<file path="src/design/block_store_free_list_allocator_macros.svh">
// Assertion macros used by the slot allocator back end.
`ifndef BLOCK_STORE_FREE_LIST_ALLOCATOR_MACROS_SVH
`define BLOCK_STORE_FREE_LIST_ALLOCATOR_MACROS_SVH
`ifndef ASSERT_OFF
// Condition must never hold at a clock edge.
`define BSFL_ASSERT_NEVER(label, clk, rst_n, cond) \
    label: assert property (@(posedge clk) disable iff (!rst_n) !(cond)) \
        else $error("forbidden condition seen");
// Antecedent implies consequent in the same cycle.
`define BSFL_ASSERT_IMPLIES(label, clk, rst_n, ante, cons) \
    label: assert property (@(posedge clk) disable iff (!rst_n) (ante) |-> (cons)) \
        else $error("implication failed");
// Antecedent implies consequent in the next cycle.
`define BSFL_ASSERT_NEXT(label, clk, rst_n, ante, cons) \
    label: assert property (@(posedge clk) disable iff (!rst_n) (ante) |=> (cons)) \
        else $error("next-cycle implication failed");
`else
`define BSFL_ASSERT_NEVER(label, clk, rst_n, cond)
`define BSFL_ASSERT_IMPLIES(label, clk, rst_n, ante, cons)
`define BSFL_ASSERT_NEXT(label, clk, rst_n, ante, cons)
`endif
`endif

</file>
<file path="src/design/bsfl_pkg.sv">
// Types and constants shared by the slot allocator modules.
`default_nettype none
package bsfl_pkg;

    // slot field is 6 bits wide, so no more than this many slots are addressable
    localparam int SLOT_LIMIT = 64;

    // command queue between front and back
    localparam int Q_DEPTH = 4;
    localparam int Q_AW    = 2;

    // configuration port
    localparam int CFG_IW = 2;
    localparam logic [CFG_IW-1:0] REG_SLOT_COUNT  = 2'd0;
    localparam logic [CFG_IW-1:0] REG_BLOCK_BYTES = 2'd1;

    typedef enum logic [1:0] {
        CMD_PUT    = 2'd0,
        CMD_GET    = 2'd1,
        CMD_REMOVE = 2'd2,
        CMD_NOP    = 2'd3
    } t_cmd;

    typedef enum logic [2:0] {
        STS_OK        = 3'd0,
        STS_NO_SPACE  = 3'd1,
        STS_BAD_INDEX = 3'd2,
        STS_DISABLED  = 3'd3,
        STS_OVERFLOW  = 3'd4
    } t_status;

    // class given to a word by the front end
    typedef enum logic [1:0] {
        K_PUT    = 2'd0,
        K_GET    = 2'd1,
        K_REMOVE = 2'd2,
        K_REJECT = 2'd3
    } t_kind;

    typedef struct packed {
        t_kind       kind;
        t_status     status;
        logic [5:0]  slot;
        logic [7:0]  data;
        logic        byte_valid;
        logic        last;
    } t_item;

    // effective configuration and busy flag seen by the front end
    typedef struct packed {
        logic [6:0]  slots;
        logic [6:0]  bytes;
        logic        clearing;
    } t_cfg_view;

    typedef struct packed {
        t_status     status;
        logic [5:0]  slot;
        logic        slot_valid;
        logic [7:0]  rbyte;
        logic        last;
        logic [12:0] used;
    } t_result;

    function automatic logic [6:0] clamp7(input logic [6:0] v, input logic [6:0] lim);
        clamp7 = (v > lim) ? lim : v;
    endfunction

endpackage
`default_nettype wire

</file>
<file path="src/design/bsfl_queue.sv">
// Short queue of classified words between front and back end.
`default_nettype none
module bsfl_queue import bsfl_pkg::*; (
    input  wire logic  i_clk,
    input  wire logic  i_rst_n,
    input  wire logic  i_push,
    input  wire t_item i_item,
    output logic       o_full,
    output logic       o_vld,
    output t_item      o_head,
    input  wire logic  i_pop
);

    t_item            r_mem [Q_DEPTH];
    logic [Q_AW-1:0]  r_wr, r_rd;
    logic [Q_AW:0]    r_cnt;

    assign o_full = (r_cnt == (Q_AW+1)'(Q_DEPTH));
    assign o_vld  = (r_cnt != '0);
    assign o_head = r_mem[r_rd];

    // pointers and fill level
    always_ff @(posedge i_clk) begin
        if (!i_rst_n) begin
            r_wr  <= '0;
            r_rd  <= '0;
            r_cnt <= '0;
        end else begin
            if (i_push) r_wr <= r_wr + 1'b1;
            if (i_pop)  r_rd <= r_rd + 1'b1;
            r_cnt <= r_cnt + (Q_AW+1)'(i_push) - (Q_AW+1)'(i_pop);
        end
    end

    // storage
    always_ff @(posedge i_clk) begin
        if (i_push) r_mem[r_wr] <= i_item;
    end

endmodule
`default_nettype wire

</file>
<file path="config.mk">
export PLATFORM = sky130hd
export DESIGN_NAME = bsfl_queue
export DESIGN_NICKNAME = d
export VERILOG_FILES = /design/src/design/block_store_free_list_allocator_macros.svh /design/src/design/bsfl_pkg.sv /design/src/design/bsfl_queue.sv
export SDC_FILE = /design/constraint.sdc
export NUM_CORES = 1
export LEC_CHECK = 0
export BUFFER_PORTS_ARGS = -buffer_cell sky130_fd_sc_hd__buf_2
export CORE_ASPECT_RATIO = 0.7
export CORE_MARGIN = 5
export CORE_UTILIZATION = 60
export CTS_CLUSTER_SIZE = 40
export DETAILED_ROUTE_END_ITERATION = 6
export PLACE_DENSITY = 0.91
export SYNTH_ARGS = -nofsm -noshare
export SYNTH_HDL_FRONTEND = slang
export SYNTH_SLANG_ARGS = --single-unit
export TNS_END_PERCENT = 1
</file>
<file path="constraint.sdc">
create_clock -name i_clk -period 3.31 [get_ports i_clk]
set_input_delay 0.1655 -clock i_clk [delete_from_list [all_inputs] [get_ports i_clk]]
set_output_delay 0.1655 -clock i_clk [all_outputs]
set_load 0.02 [all_outputs]
</file>
==> impl_metrics.json <==
{
  "cts_buffers": 9,
  "io_buffer_count": 47,
  "power.leakage_nw": 1.37,
  "cts_tree": "yes",
  "end_kind": "primary output",
  "grt_max_degree": 22,
  "slew_violations": 0,
  "ys.warnings.count": 0,
  "via_count": 1616,
  "core_area_um2": 5670,
  "peakVddDrop_uv": 363,
  "drive_gt1_share_pct": 39.2,
  "gp_congestion": 0.731,
  "ys_seq_elements": 93,
  "yosys-top-cells-area": "edfxtp_1 (73%), mux4_2 (13%), dfxtp_1 (5.2%)",
  "wl_per_cell_um": 19.2,
  "critPathArrivalTime_ns": 1.94,
  "die_h_um": 73.7,
  "p_per_area_nw_per_um2": 589,
  "fp.dieArea_um2": 7440,
  "final_nets": 239,
  "drtAntennaViolNets": 0,
  "critPathKind": "register to primary output",
  "antennaDiodeCount": 0,
  "clock-skew-final_ns": 0.00649,
  "viasPerCell": 5.63,
  "synth.cell_area_um2": 3480,
  "dp_hpwl_mm": 3.65,
  "setup_violations": 0,
  "maxSlewHeadroom_pct": 25.6,
  "io_pins": 48,
  "chipWidth_um": 101,
  "whs_path_depth": 1,
  "grtUsageTotal_pct": 16.5,
  "antenna_found_initial": 0,
  "fin_area_um2": 3950,
  "synth_fp_nets": 184,
  "syn_inst": 152,
  "yosysTopAreaCell": "edfxtp_1",
  "cp_max_fo": 21,
  "required_ns": 3.14,
  "ctsHtreeMaxLevel": 3,
  "period_minus_slack_ns": 2.10,
  "timing.setup.tns_ns": 0,
  "max_cap_viol_count": 0,
  "hold_viol_final": 0,
  "fmax_mhz": 476,
  "synth_top_area_share_pct": 72.6,
  "r2r-end": "r_mem[1][10]",
  "final.period_utilization_pct": 63.5,
  "initial_core_util_pct": 61.3,
  "drc_errors": 0,
  "finalPower_mw": 2.33,
  "path_clk_slew_ns": 0.08,
  "firstDrtPassIters": 4,
  "rows": 23,
  "gr-total-overflow": 0,
  "grt_pass1_vias": 1696,
  "placed_cell_area_um2": 3780,
  "r2r_start": "r_wr[1]",
  "final_cells": 287,
  "ys_types": 19,
  "final_util_pct": 69.6,
  "avgSynthCellArea_um2": 22.9,
  "hp-class": "input pin to register",
  "cts_root_buf": "clkbuf_8",
  "min_to": "r_mem[0][2]",
  "r2r_slack_ns": 1.47,
  "drt_wl_total_mm": 5.51,
  "ff2ff_path_depth": 3,
  "drt_iter0_drc": 68,
  "placedCellCount": 271,
  "min_from": "i_item[2]",
  "worstSetupStartpointType": "register",
  "status": "finished, final reports clean",
  "worst_slew_pin_slew_ns": 1.12,
  "rsz0062_at_grt": "false",
  "cts_buffer_depth": 2,
  "post_cts_buffers": 0,
  "ctsResizeCount": 0,
  "clock_latency_ns": 0.34,
  "synth.yosys.seq_area_share_pct": 77.8,
  "cts.sinks": 93,
  "grt_pass1_wl_mm": 8.83,
  "area_growth_pct": 13.6,
  "cts_hold_buf": 0
}
## through the flow
stage / hold WS (ns) / worst slack, ns
6_report: 0.0288 / 1.21
5_1_grt: 0.00746 / 1.09
4_1_cts: 0.0101 / 1.15
3_5_place_dp: 0.383 / 1.47
3_3_place_gp: 0.381 / 1.56
2_1_floorplan: 0.264 / 1.81
## Yosys cell counts, drive strengths merged
master  instances
mux2i           1
nand3b          1
inv             7
edfxtp         84
dfxtp           9
xor3            1
a21bo           1
xnor2           2
a21oi           1
buf             4
fa              1
or3             1
ha              6
and2            6
nor2            5
mux4           21
and3            1
## kinds of logic (layout without fill, tap and decap cells)
kind of cell,Yosys count,count (layout),synth area share [%]
flip-flops,93,93,77.8
multiplexers,22,22,14.0
AND/OR/NAND/NOR,14,14,2.20
buffers and inverters,11,71,1.69
adder cells (fa/ha/maj),7,7,2.74
XOR/XNOR,3,3,1.19
AO/OA/AOI/OAI,2,2,0.432
## final cells by class
| cell class | instances | area (um2) |
|---|---|---|
| Clock buffer | 10 | 128 |
| Clock inverter | 6 | 40.0 |
| Fill cell | 350 | 1720 |
| Inverter | 7 | 26.3 |
| Multi-Input combinational cell | 48 | 714 |
| Sequential cell | 93 | 2700 |
| Tap cell | 75 | 93.8 |
| Timing Repair Buffer | 48 | 243 |
## cell usage in the layout (no fill, tap or decap), drive strengths merged
| cell type | n |
|---|---|
| clkinv | 3 |
| ha | 6 |
| a21oi | 1 |
| buf | 48 |
| and2 | 6 |
| edfxtp | 84 |
| nor2 | 5 |
| or3 | 1 |
| clkbuf | 10 |
| a21bo | 1 |
| clkinvlp | 3 |
| xor3 | 1 |
| and3 | 1 |
| nand3b | 1 |
| fa | 1 |
| mux4 | 21 |
| xnor2 | 2 |
| mux2i | 1 |
| inv | 7 |
| dfxtp | 9 |
## state kept, by name, summed over array words and instances, names as in the netlist, named ones only
| name | cells |
|---|---|
| r_mem | 84 |
| r_cnt | 3 |
| r_rd | 2 |
| r_wr | 2 |
## worst max-delay path, cell delays in order, from the launching register on
cell	delay, ns
dfxtp_1	0.96
mux4_2	0.45
buf_2	0.19
## routing by layer
metal  vias to the layer above  global-route usage, %  wire length, um
met5                         -                      0                0
met4                         0                   5.01               55
met1                       826                   22.0             2350
met2                        61                   26.1             2680
met3                         6                   5.60              428
li1                        723                      -                -
## worst max path at each step
stage | endpoint | slack (ns) | cells past startpoint
2_1_floorplan | r_cnt[2] | 1.81 | 7
3_3_place_gp | r_mem[2][16] | 1.56 | 3
3_5_place_dp | r_mem[1][2] | 1.47 | 3
4_1_cts | o_head[10] | 1.15 | 2
5_1_grt | o_head[10] | 1.09 | 2
6_report | o_head[10] | 1.21 | 2
## report_power, final
group | internal, mW | switching (mW)
sequential | 1.35 | 0.0287
clock | 0.270 | 0.362
combinational | 0.142 | 0.175
Power figures use the tool's default switching activity.
