$ cat config.mk
export PLATFORM = sky130hd
export DESIGN_NAME = bsfl_front
export DESIGN_NICKNAME = d
export VERILOG_FILES = /design/src/design/block_store_free_list_allocator_macros.svh /design/src/design/bsfl_pkg.sv /design/src/design/bsfl_front.sv
export SDC_FILE = /design/constraint.sdc
export NUM_CORES = 1
export LEC_CHECK = 0
export BUFFER_PORTS_ARGS = -buffer_cell sky130_fd_sc_hd__buf_2
export CAP_MARGIN = 20
export CELL_PAD_IN_SITES_DETAIL_PLACEMENT = 0
export CELL_PAD_IN_SITES_GLOBAL_PLACEMENT = 1
export CORE_UTILIZATION = 19
export DETAILED_ROUTE_END_ITERATION = 8
export PLACE_DENSITY = 0.8
export SLEW_MARGIN = 10
export SYNTH_ARGS = -nofsm -noshare
export SYNTH_HDL_FRONTEND = slang
export SYNTH_SLANG_ARGS = --single-unit
$ cat constraint.sdc
create_clock -name vclk -period 3.1
set_clock_uncertainty 0.15 [all_clocks]
set_input_delay 0.93 -clock vclk [all_inputs]
set_output_delay 0.93 -clock vclk [all_outputs]
set_load 0.02 [all_outputs]
$ cat src/design/block_store_free_list_allocator_macros.svh
// Assertion macros used by the slot allocator back end.
`ifndef BLOCK_STORE_FREE_LIST_ALLOCATOR_MACROS_SVH
`define BLOCK_STORE_FREE_LIST_ALLOCATOR_MACROS_SVH
`ifndef ASSERT_OFF
// Condition must never hold at a clock edge.
`define BSFL_ASSERT_NEVER(label, clk, rst_n, cond) \
    label: assert property (@(posedge clk) disable iff (!rst_n) !(cond)) \
        else $error("forbidden condition seen");
// Antecedent implies consequent in the same cycle.
`define BSFL_ASSERT_IMPLIES(label, clk, rst_n, ante, cons) \
    label: assert property (@(posedge clk) disable iff (!rst_n) (ante) |-> (cons)) \
        else $error("implication failed");
// Antecedent implies consequent in the next cycle.
`define BSFL_ASSERT_NEXT(label, clk, rst_n, ante, cons) \
    label: assert property (@(posedge clk) disable iff (!rst_n) (ante) |=> (cons)) \
        else $error("next-cycle implication failed");
`else
`define BSFL_ASSERT_NEVER(label, clk, rst_n, cond)
`define BSFL_ASSERT_IMPLIES(label, clk, rst_n, ante, cons)
`define BSFL_ASSERT_NEXT(label, clk, rst_n, ante, cons)
`endif
`endif

$ cat src/design/bsfl_pkg.sv
// Types and constants shared by the slot allocator modules.
`default_nettype none
package bsfl_pkg;

    // slot field is 6 bits wide, so no more than this many slots are addressable
    localparam int SLOT_LIMIT = 64;

    // command queue between front and back
    localparam int Q_DEPTH = 4;
    localparam int Q_AW    = 2;

    // configuration port
    localparam int CFG_IW = 2;
    localparam logic [CFG_IW-1:0] REG_SLOT_COUNT  = 2'd0;
    localparam logic [CFG_IW-1:0] REG_BLOCK_BYTES = 2'd1;

    typedef enum logic [1:0] {
        CMD_PUT    = 2'd0,
        CMD_GET    = 2'd1,
        CMD_REMOVE = 2'd2,
        CMD_NOP    = 2'd3
    } t_cmd;

    typedef enum logic [2:0] {
        STS_OK        = 3'd0,
        STS_NO_SPACE  = 3'd1,
        STS_BAD_INDEX = 3'd2,
        STS_DISABLED  = 3'd3,
        STS_OVERFLOW  = 3'd4
    } t_status;

    // class given to a word by the front end
    typedef enum logic [1:0] {
        K_PUT    = 2'd0,
        K_GET    = 2'd1,
        K_REMOVE = 2'd2,
        K_REJECT = 2'd3
    } t_kind;

    typedef struct packed {
        t_kind       kind;
        t_status     status;
        logic [5:0]  slot;
        logic [7:0]  data;
        logic        byte_valid;
        logic        last;
    } t_item;

    // effective configuration and busy flag seen by the front end
    typedef struct packed {
        logic [6:0]  slots;
        logic [6:0]  bytes;
        logic        clearing;
    } t_cfg_view;

    typedef struct packed {
        t_status     status;
        logic [5:0]  slot;
        logic        slot_valid;
        logic [7:0]  rbyte;
        logic        last;
        logic [12:0] used;
    } t_result;

    function automatic logic [6:0] clamp7(input logic [6:0] v, input logic [6:0] lim);
        clamp7 = (v > lim) ? lim : v;
    endfunction

endpackage
`default_nettype wire

$ cat src/design/bsfl_front.sv
// Front end: takes input words and classifies them for the back end.
`default_nettype none
module bsfl_front import bsfl_pkg::*; (
    input  wire logic       i_in_valid,
    output logic            o_in_stall,
    input  wire logic [1:0] i_cmd,
    input  wire logic [5:0] i_slot,
    input  wire logic       i_slot_valid,
    input  wire logic [7:0] i_data_byte,
    input  wire logic       i_byte_valid,
    input  wire logic       i_last,
    input  wire t_cfg_view  i_cfg,
    input  wire logic       i_q_full,
    output logic            o_push,
    output t_item           o_item
);

    logic keep;

    // hold off while the queue is full or the store is being cleared
    assign o_in_stall = i_q_full || i_cfg.clearing;

    // classify; checks that need only the configuration are settled here
    always_comb begin
        o_item = '{kind: K_REJECT, status: STS_DISABLED, slot: i_slot,
                   data: i_data_byte, byte_valid: i_byte_valid, last: i_last};
        keep   = 1'b0;
        unique case (t_cmd'(i_cmd))
            CMD_PUT: begin
                if (i_cfg.bytes == 7'd0) begin
                    // disabled store: only the closing word answers
                    keep = i_last;
                end else begin
                    o_item.kind = K_PUT;
                    keep        = 1'b1;
                end
            end
            CMD_GET, CMD_REMOVE: begin
                keep = 1'b1;
                if (i_cfg.bytes == 7'd0 || !i_slot_valid) begin
                    o_item.status = STS_DISABLED;
                end else if ({1'b0, i_slot} >= i_cfg.slots) begin
                    o_item.status = STS_BAD_INDEX;
                end else begin
                    o_item.kind = (t_cmd'(i_cmd) == CMD_GET) ? K_GET : K_REMOVE;
                end
            end
            CMD_NOP: keep = 1'b0;
        endcase
    end

    assign o_push = i_in_valid && !o_in_stall && keep;

endmodule
`default_nettype wire

==> results of run 1 <==
-- final timing paths --
path / slack [ps] / to / cells after the start / from
worst min-delay path: 1710 / o_item[7] / 0 / i_data_byte[5]
worst max-delay path: -50 / o_push / 5 / i_cfg[3]
-- critical path, cell delays in order --
cell	delay, ps
buf_6	90
or4_4	580
nor3_2	220
a2111oi_2	90
buf_2	160
-- placed cells by master, fill, tap and decap left out --
master,synthesis,layout
or3_4,0,1
or4_4,1,1
nand3_2,0,2
o21ai_4,0,1
nor3_2,1,1
a2111oi_2,0,1
nor2b_1,1,1
inv_2,0,4
inv_1,11,7
nand2_1,2,2
buf_6,0,8
nor3_4,0,1
nor2_1,2,2
o21ai_2,0,2
o21ai_1,2,1
a21oi_1,5,2
buf_2,0,32
buf_4,18,3
ha_4,0,4
a21oi_2,0,3
or2_4,0,1
ha_1,9,5
conb_1,2,2
nand3b_1,2,2
or2_2,2,1
-- power groups by stage --
| stage | logic [mW] | registers, mW | clock network [mW] |
|---|---|---|---|
| after floorplan | 0.0681 | 0 | 0 |
| after global placement | 0.0784 | 0 | 0 |
| after detailed placement | 0.0799 | 0 | 0 |
| after CTS | 0.103 | 0 | 0 |
| after global routing | 0.120 | 0 | 0 |
| final | 0.108 | 0 | 0 |
-- layout make-up --
type                       instances  area, µm²  share of cell area, %
multi-input combinational         36        380                   52.1
tap                               28       35.0                   4.80
inverter                          11       41.3                   5.66
timing repair buffer              43        273                   37.4
-- what timing repair did --
action / CTS / global route
resized for setup: 27 / 7
endpoints found under the setup margin: 4 / 4
pin swaps: 9 / 8
-- metal layers --
metal / vias up / track usage, %
met5: - / 0
met2: 24 / 14.0
li1: 245 / -
met1: 207 / 9.50
met3: 0 / 0.606
met4: 0 / 0
-- kinds of logic (layout without fill, tap and decap cells) --
kind of cell,count (synthesis),count (layout),share of synthesized area (%)
buffers and inverters,29,54,39.8
adders and majority gates,9,9,25.4
and+or+nand+nor,15,15,20.9
other,2,2,1.70
AOI/OAI and AO/OA,10,10,12.1
-- per-stage QoR --
stage | setup TNS [ps] | util (%) | std cells | worst slack (ps)
detailed placement | -381 | 26.0 | 118 | -126
global route | -264 | 33.0 | 118 | -98.7
CTS | -59.9 | 31.3 | 118 | -29.1
finish | -75.3 | 33.0 | 118 | -46.8
floorplan | 0 | - | 65 | 49.0
global placement | -372 | 26.0 | 118 | -123
==> summary.md, run 1 <==
| Metric | Value |
|---|---|
| WL met2 | 589 µm |
| Die width | between 50 and 60 µm |
| Design Area, Final | 729 µm² |
| Routability Congestion | 0.596 |
| Cell Int Power | 0.0549 mW |
| FP Rows | 17 |
| IO buf count | 39 |
| Fin nets | 137 |
| Unrepaired setup endpoints after global routing | true |
| Startpoint types | primary input |
| Ys Warns | 0 |
| Crit path max fanout | 3 |
| Avg Cell Area, Syn | 6.81 µm² |
| Final wirelength | 1090 µm |
| Final Cycle Share | 102% |
| Power share of the sequential group | 0% |
| Clk pwr share | 0% |
| Fraction of layout cells with a size suffix above 1 | 73.3% |
| Area post-placement | about 570 µm² |
| Top post-synthesis cells by count | buf_4, inv_1, ha_1 |
| Detailed-route wire length per cell | 9.23 µm |
| Largest net degree at the start of global routing | 5 |
| FILL cells | 258 |
| Most common cell in the synthesized netlist | buf_4 |
| Hold slack final | between 1500 and 2000 ps |
| Netlist cell types | 18 |
| First-pass GRT wire length | roughly 1500 µm |
| Overall Global Routing Usage | 7.42% |
| Syn nets | 110 |
| Num ports | 59 |
| Seq_cells | 0 |
| Status | finished with violations |
| Vias per inst | 4.03 |
| Sequential area share after synthesis | 0% |
| Die area | 2530 µm² |
| Final setup viols | 3 |
| Die Ht | between 50 and 60 µm |
| Residual DRC | 0 |
| Top sig layer | met3 |
| HP Class | primary input to primary output |
| Post-layout min period | 3150 ps |
| Sw frac | 49.4% |
| Post-CTS setup repair buffer count | 0 |
| Register area | 0 µm² |
| IR drop worst, VDD | 0.0764 mV |
| Area growth, synth to finish | 64.7% |
| Max-cap violations | 0 |
| Area share of the largest cell type after synthesis | 30.5% |
| Pwr/cell area | approximately 150 nW/µm² |
| Total power draw | 0.108 mW |
| Maximum clock rate | 0.318 GHz |
| Logic gate share of total power | 100.0% |
| Vias in the first global route | 386 |
| Via count | 476 |
| Drt first pass iters | 4 |
| Initial core utilization | 20.0% |
| Largest area contributor in the netlist | buf_4 |
| Post-Syn Area | ~440 µm² |
| Setup WS post-layout | -46.8 ps |
| Leak | roughly 0.38 nW |
| Hpwl dp | 868 µm |
| Final ANT Viol Nets | 0 |
| Max Slew Vio Count | 0 |
| Failing checks | setup timing |
| Clkbuf count | 0 |
| Critical path arrival | 2070 ps |
| Sw power | roughly 0.054 mW |
| Critical path endpoint category | primary output |
| Kind of critical path | primary input to primary output |
| Worst EP required | 2020 ps |
| WL met3 | 79 µm |
| Final Hold Viols | 0 |
| GR Overflow Total | 0 |
| # hold bufs at CTS | 0 |
| Cell count after synthesis | 65 |
| Drt initial violations | 2 |
| Metal1 wirelength | around 420 µm |
| Core Area | about 2200 µm² |
| Largest cells by area after synthesis | buf_4, ha_1, inv_1, a21oi_1, nand3b_1 |
| Initial antenna violation count | 0 |
| Antenna Cells | 0 |
Note: power is estimated with default switching activity, not from simulation.
==> inputs of run 2 (changes only) <==
TNS_END_PERCENT = 20   (was not set)
==> summary.md, run 2 (synthesis results as in run 1) <==
| Metric | Value |
|---|---|
| Final setup viols | 4 |
| IR drop worst, VDD | 0.0762 mV |
| HP Class | primary input to primary output |
| Post-CTS setup repair buffer count | 0 |
| Status | finished with violations |
| Maximum clock rate | ~0.32 GHz |
| Setup WS post-layout | -24.1 ps |
| Fraction of layout cells with a size suffix above 1 | 72.2% |
| Final Hold Viols | 0 |
| # hold bufs at CTS | 0 |
| Post-layout min period | 3120 ps |
| Power share of the sequential group | 0% |
| FILL cells | 259 |
| Critical path endpoint category | primary output |
| Sw frac | 49.6% |
| Num ports | ~60 |
| Pwr/cell area | 148 nW/µm² |
| Hpwl dp | around 870 µm |
| Fin cells | 118 |
| Largest net degree at the start of global routing | 5 |
| Max Slew Vio Count | 0 |
| Slowest stage cell, crit path | ha_4 |
| Seq_cells | 0 |
| Die Ht | 50.3 µm |
| Hold Path Cell Cnt | 0 |
| Routability Congestion | 0.596 |
| Die area | 2530 µm² |
| Core Area | around 2200 µm² |
| Most common cell after layout, fill and taps aside | buf_2 |
| Max-cap violations | 0 |
| Final wirelength | ~1000 µm |
| Crit path max fanout | 3 |
| Logic gate share of total power | 100.0% |
| Via count | 465 |
| Clkbuf count | 0 |
| Drt initial violations | 1 |
| Register area | 0 µm² |
| Clk pwr share | 0% |
| Initial antenna violation count | 0 |
| FP Rows | 17 |
| Detailed-route wire length per cell | 8.59 µm |
| Startpoint types | primary input |
| Cells after DPL | 118 |
| GR Overflow Total | 0 |
| Place WS | -126 ps |
| IO buf count | 39 |
| CP cell instances | buf_2 -> inv_2 -> ha_4 -> nand3b_1 -> o21ai_1 -> a21oi_2 -> or2_4 -> buf_6 |
| Final Cycle Share | 101% |
| Residual DRC | 0 |
| Initial core utilization | 20.0% |
| Sw power | 0.0512 mW |
| Failing checks | setup timing |
| Hold path start | i_data_byte[5] |
| Fin util | 31.4% |
| First-pass GRT wire length | 1550 µm |
| Cell Int Power | about 0.052 mW |
| Drt first pass iters | 2 |
| Vias in the first global route | 391 |
| Antenna Cells | 0 |
| Design Area, Final | 696 µm² |
| Most frequent cells in the layout | buf_2, inv_1, buf_6 |
| Fin nets | 137 |
| Area growth, synth to finish | 57.1% |
| Die width | slightly above 50 µm |
| Kind of critical path | primary input to primary output |
| Leak | around 0.36 nW |
| Worst EP required | 2020 ps |
| Hold path endpoint | o_item[7] |
| Area post-placement | roughly 570 µm² |
| Critical path arrival | about 2000 ps |
| Final ANT Viol Nets | 0 |
| Vias per inst | 3.94 |
| CP max stage delay | roughly 270 ps |
| Overall Global Routing Usage | 7.48% |
| Unrepaired setup endpoints after global routing | true |
==> run 2: final cells by class <==
class                      count  area, µm²  share of cell area, %
timing repair buffer          43        260                   37.4
inverter                      11       41.3                   5.94
multi-input combinational     36        359                   51.6
tap                           28       35.0                   5.04
==> run 2: what timing repair did <==
| item | CTS | global route |
|---|---|---|
| gates resized for setup | 27 | 1 |
| hold endpoints to repair | 0 | 0 |
| endpoints found under the setup margin | 4 | 4 |
| pin swaps | 8 | 3 |
==> run 2: worst max-delay path by stage <==
stage,from,to,slack [ps],cells past startpoint
finish,i_cmd[0],o_item[16],-20,8
global route,i_cmd[0],o_item[16],-80,8
CTS,i_cfg[3],o_item[20],-30,6
detailed placement,i_cmd[0],o_item[16],-130,8
global placement,i_slot[2],o_item[16],-120,7
floorplan,i_cmd[1],o_push,50,4
==> run 2: stage by stage <==
step | total power, mW | TNS, ps | hold WS [ps]
final | 0.103 | -61.7 | 1710
after global routing | 0.115 | -270 | 1710
after CTS | 0.103 | -59.9 | 1710
after detailed placement | 0.0799 | -381 | 1710
after global placement | 0.0784 | -372 | 1710
after floorplan | 0.0681 | 0 | 1820
==> run 2: metal layers <==
metal | share of wire (%) | global-route usage, % | up-vias
met5 | 0 | 0 | -
met4 | 0 | 0 | 0
met3 | 7.2 | 0.606 | 0
met2 | 51 | 14.2 | 22
met1 | 42 | 9.50 | 197
li1 | - | - | 246
==> run 2: critical path: cells and delay by family <==
kind / cells / cell delay (ps)
buffers and inverters: 3 / 280
adder cells (fa/ha/maj): 1 / 270
AND/OR/NAND/NOR: 2 / 340
AO/OA/AOI/OAI: 2 / 230
==> run 2: power groups by stage <==
stage	Clock [mW]	Sequential (mW)	Combinational [mW]
2_1_floorplan	0	0	0.0681
3_3_place_gp	0	0	0.0784
3_5_place_dp	0	0	0.0799
4_1_cts	0	0	0.103
5_1_grt	0	0	0.115
6_report	0	0	0.103
==> inputs of run 3 (changes only) <==
CELL_PAD_IN_SITES_GLOBAL_PLACEMENT = 2   (was 1)
CORE_UTILIZATION = 14   (was 19)
PLACE_DENSITY = 0.83   (was 0.8)
==> summary.md, run 3 (synthesis results as in run 1) <==
| Metric | Value |
|---|---|
| Core Area | 3030 µm² |
| Die area | roughly 3400 µm² |
| Failing checks | setup timing |
| Hold slack final | 1710 ps |
| Worst Setup SP | i_cfg[3] |
| Place WS | -187 ps |
| Fin util | 21.5% |
| FP Rows | 20 |
| Met1 Track Usage GR | approximately 5.7% |
| Hpwl dp | 892 µm |
| Antenna Cells | 0 |
| Critical path endpoint category | primary output |
| Kind of critical path | primary input to primary output |
| Final Hold Viols | 0 |
| Top Usage Layer GRT | met2 |
| Post-layout min period | 3140 ps |
| HP Class | primary input to primary output |
| Most common cell after layout, fill and taps aside | buf_2 |
| Unrepaired setup endpoints after global routing | true |
| IO buf count | 39 |
| Post-CTS setup repair buffer count | 0 |
| Met3 GRT Util | 1.56% |
| Via count | between 400 and 500 |
| Vias per inst | 3.41 |
| Most frequent cells in the layout | buf_2, inv_1, ha_1 |
| Hold path start | i_byte_valid |
| Final setup viols | 2 |
| Initial core utilization | 14.6% |
| Drt first pass iters | 2 |
| First-pass GRT wire length | 1480 µm |
| Num ports | 59 |
| Initial antenna violation count | 0 |
| Overall Global Routing Usage | 5.27% |
| Largest net degree at the start of global routing | 5 |
| Status | finished with violations |
| Fraction of layout cells with a size suffix above 1 | 62.5% |
| Seq_cells | 0 |
| GR Overflow Total | 0 |
| Hold Path Cell Cnt | 0 |
| Maximum clock rate | 0.319 GHz |
| Setup WS post-layout | -36.3 ps |
| Max-cap violations | 0 |
| Fin nets | 135 |
| Final ANT Viol Nets | 0 |
| Max Slew Vio Count | 0 |
| Vias in the first global route | slightly below 400 |
| Critical path arrival | 2060 ps |
| Met2 usage | 10.5% |
| Area growth, synth to finish | 47.2% |
| Die width | a little under 60 µm |
| Final wirelength | just under 1000 µm |
| Drt initial violations | 6 |
| Register area | 0 µm² |
| Residual DRC | 0 |
| Routability Congestion | 0.521 |
| Final TNS setup | -64.7 ps |
| Pwr/cell area | 142 nW/µm² |
| Final Cycle Share | 101% |
| Hold path endpoint | o_item[1] |
| Startpoint types | primary input |
| Crit path max fanout | 3 |
| Leak | 0.348 nW |
| IR drop worst, VDD | around 0.038 mV |
| Worst EP required | 2020 ps |
| Total power draw | 0.0925 mW |
| Detailed-route wire length per cell | 7.51 µm |
| Die Ht | 58.2 µm |
| # hold bufs at CTS | 0 |
| Clkbuf count | 0 |
run 3: cell count changes in the layout (fill, tap and decap cells not counted):
cell | before | now
a21oi_1 | 2 | 3
a21oi_2 | 3 | 2
buf_2 | 34 | 33
buf_4 | 3 | 2
ha_1 | 5 | 8
ha_4 | 4 | 1
inv_1 | 7 | 9
inv_2 | 4 | 2
nand3_1 | 0 | 2
nand3_2 | 2 | 0
run 3: power by group:
part	leakage [nW]	switching, mW	internal [mW]
sequential	0	0	0
combinational	0.348	0.0469	0.0455
clock	0	0	0
total	0.348	0.0469	0.0455
run 3: what timing repair did:
item,in CTS,in global routing
gates resized for setup,20,0
pin swaps,7,2
endpoints found under the setup margin,4,4
run 3: how the worst max path moves through the flow:
stage,to,slack [ps]
after global routing,o_item[20],-70
after floorplan,o_push,50
after global placement,o_item[16],-190
final,o_item[20],-40
after detailed placement,o_item[16],-190
after CTS,o_item[20],-50
run 3: area by class of cell:
| cell class | instances | area (µm²) |
|---|---|---|
| fill | 342 | 2380 |
| multi-input combinational | 36 | 308 |
| timing repair buffer | 41 | 248 |
| tap | 44 | 55.1 |
| inverter | 11 | 41.3 |
run 3: per-stage QoR:
step	instances	instance area (µm²)
2_1_floorplan	65	449
3_3_place_gp	132	579
3_5_place_dp	132	579
4_1_cts	132	652
5_1_grt	132	652
6_report	132	652
run 3: routing by layer:
metal / part of all wire [%] / up-vias
li1: - / 237
met1: 36 / 193
met5: 0 / -
met3: 7.9 / 0
met2: 56 / 20
met4: 0 / 0
run 3: critical path: stages:
cell and delay, ps:
buf_6 90, or4_4 550, nor3_2 170, o21ai_1 90
nand3_1 110, buf_6 120
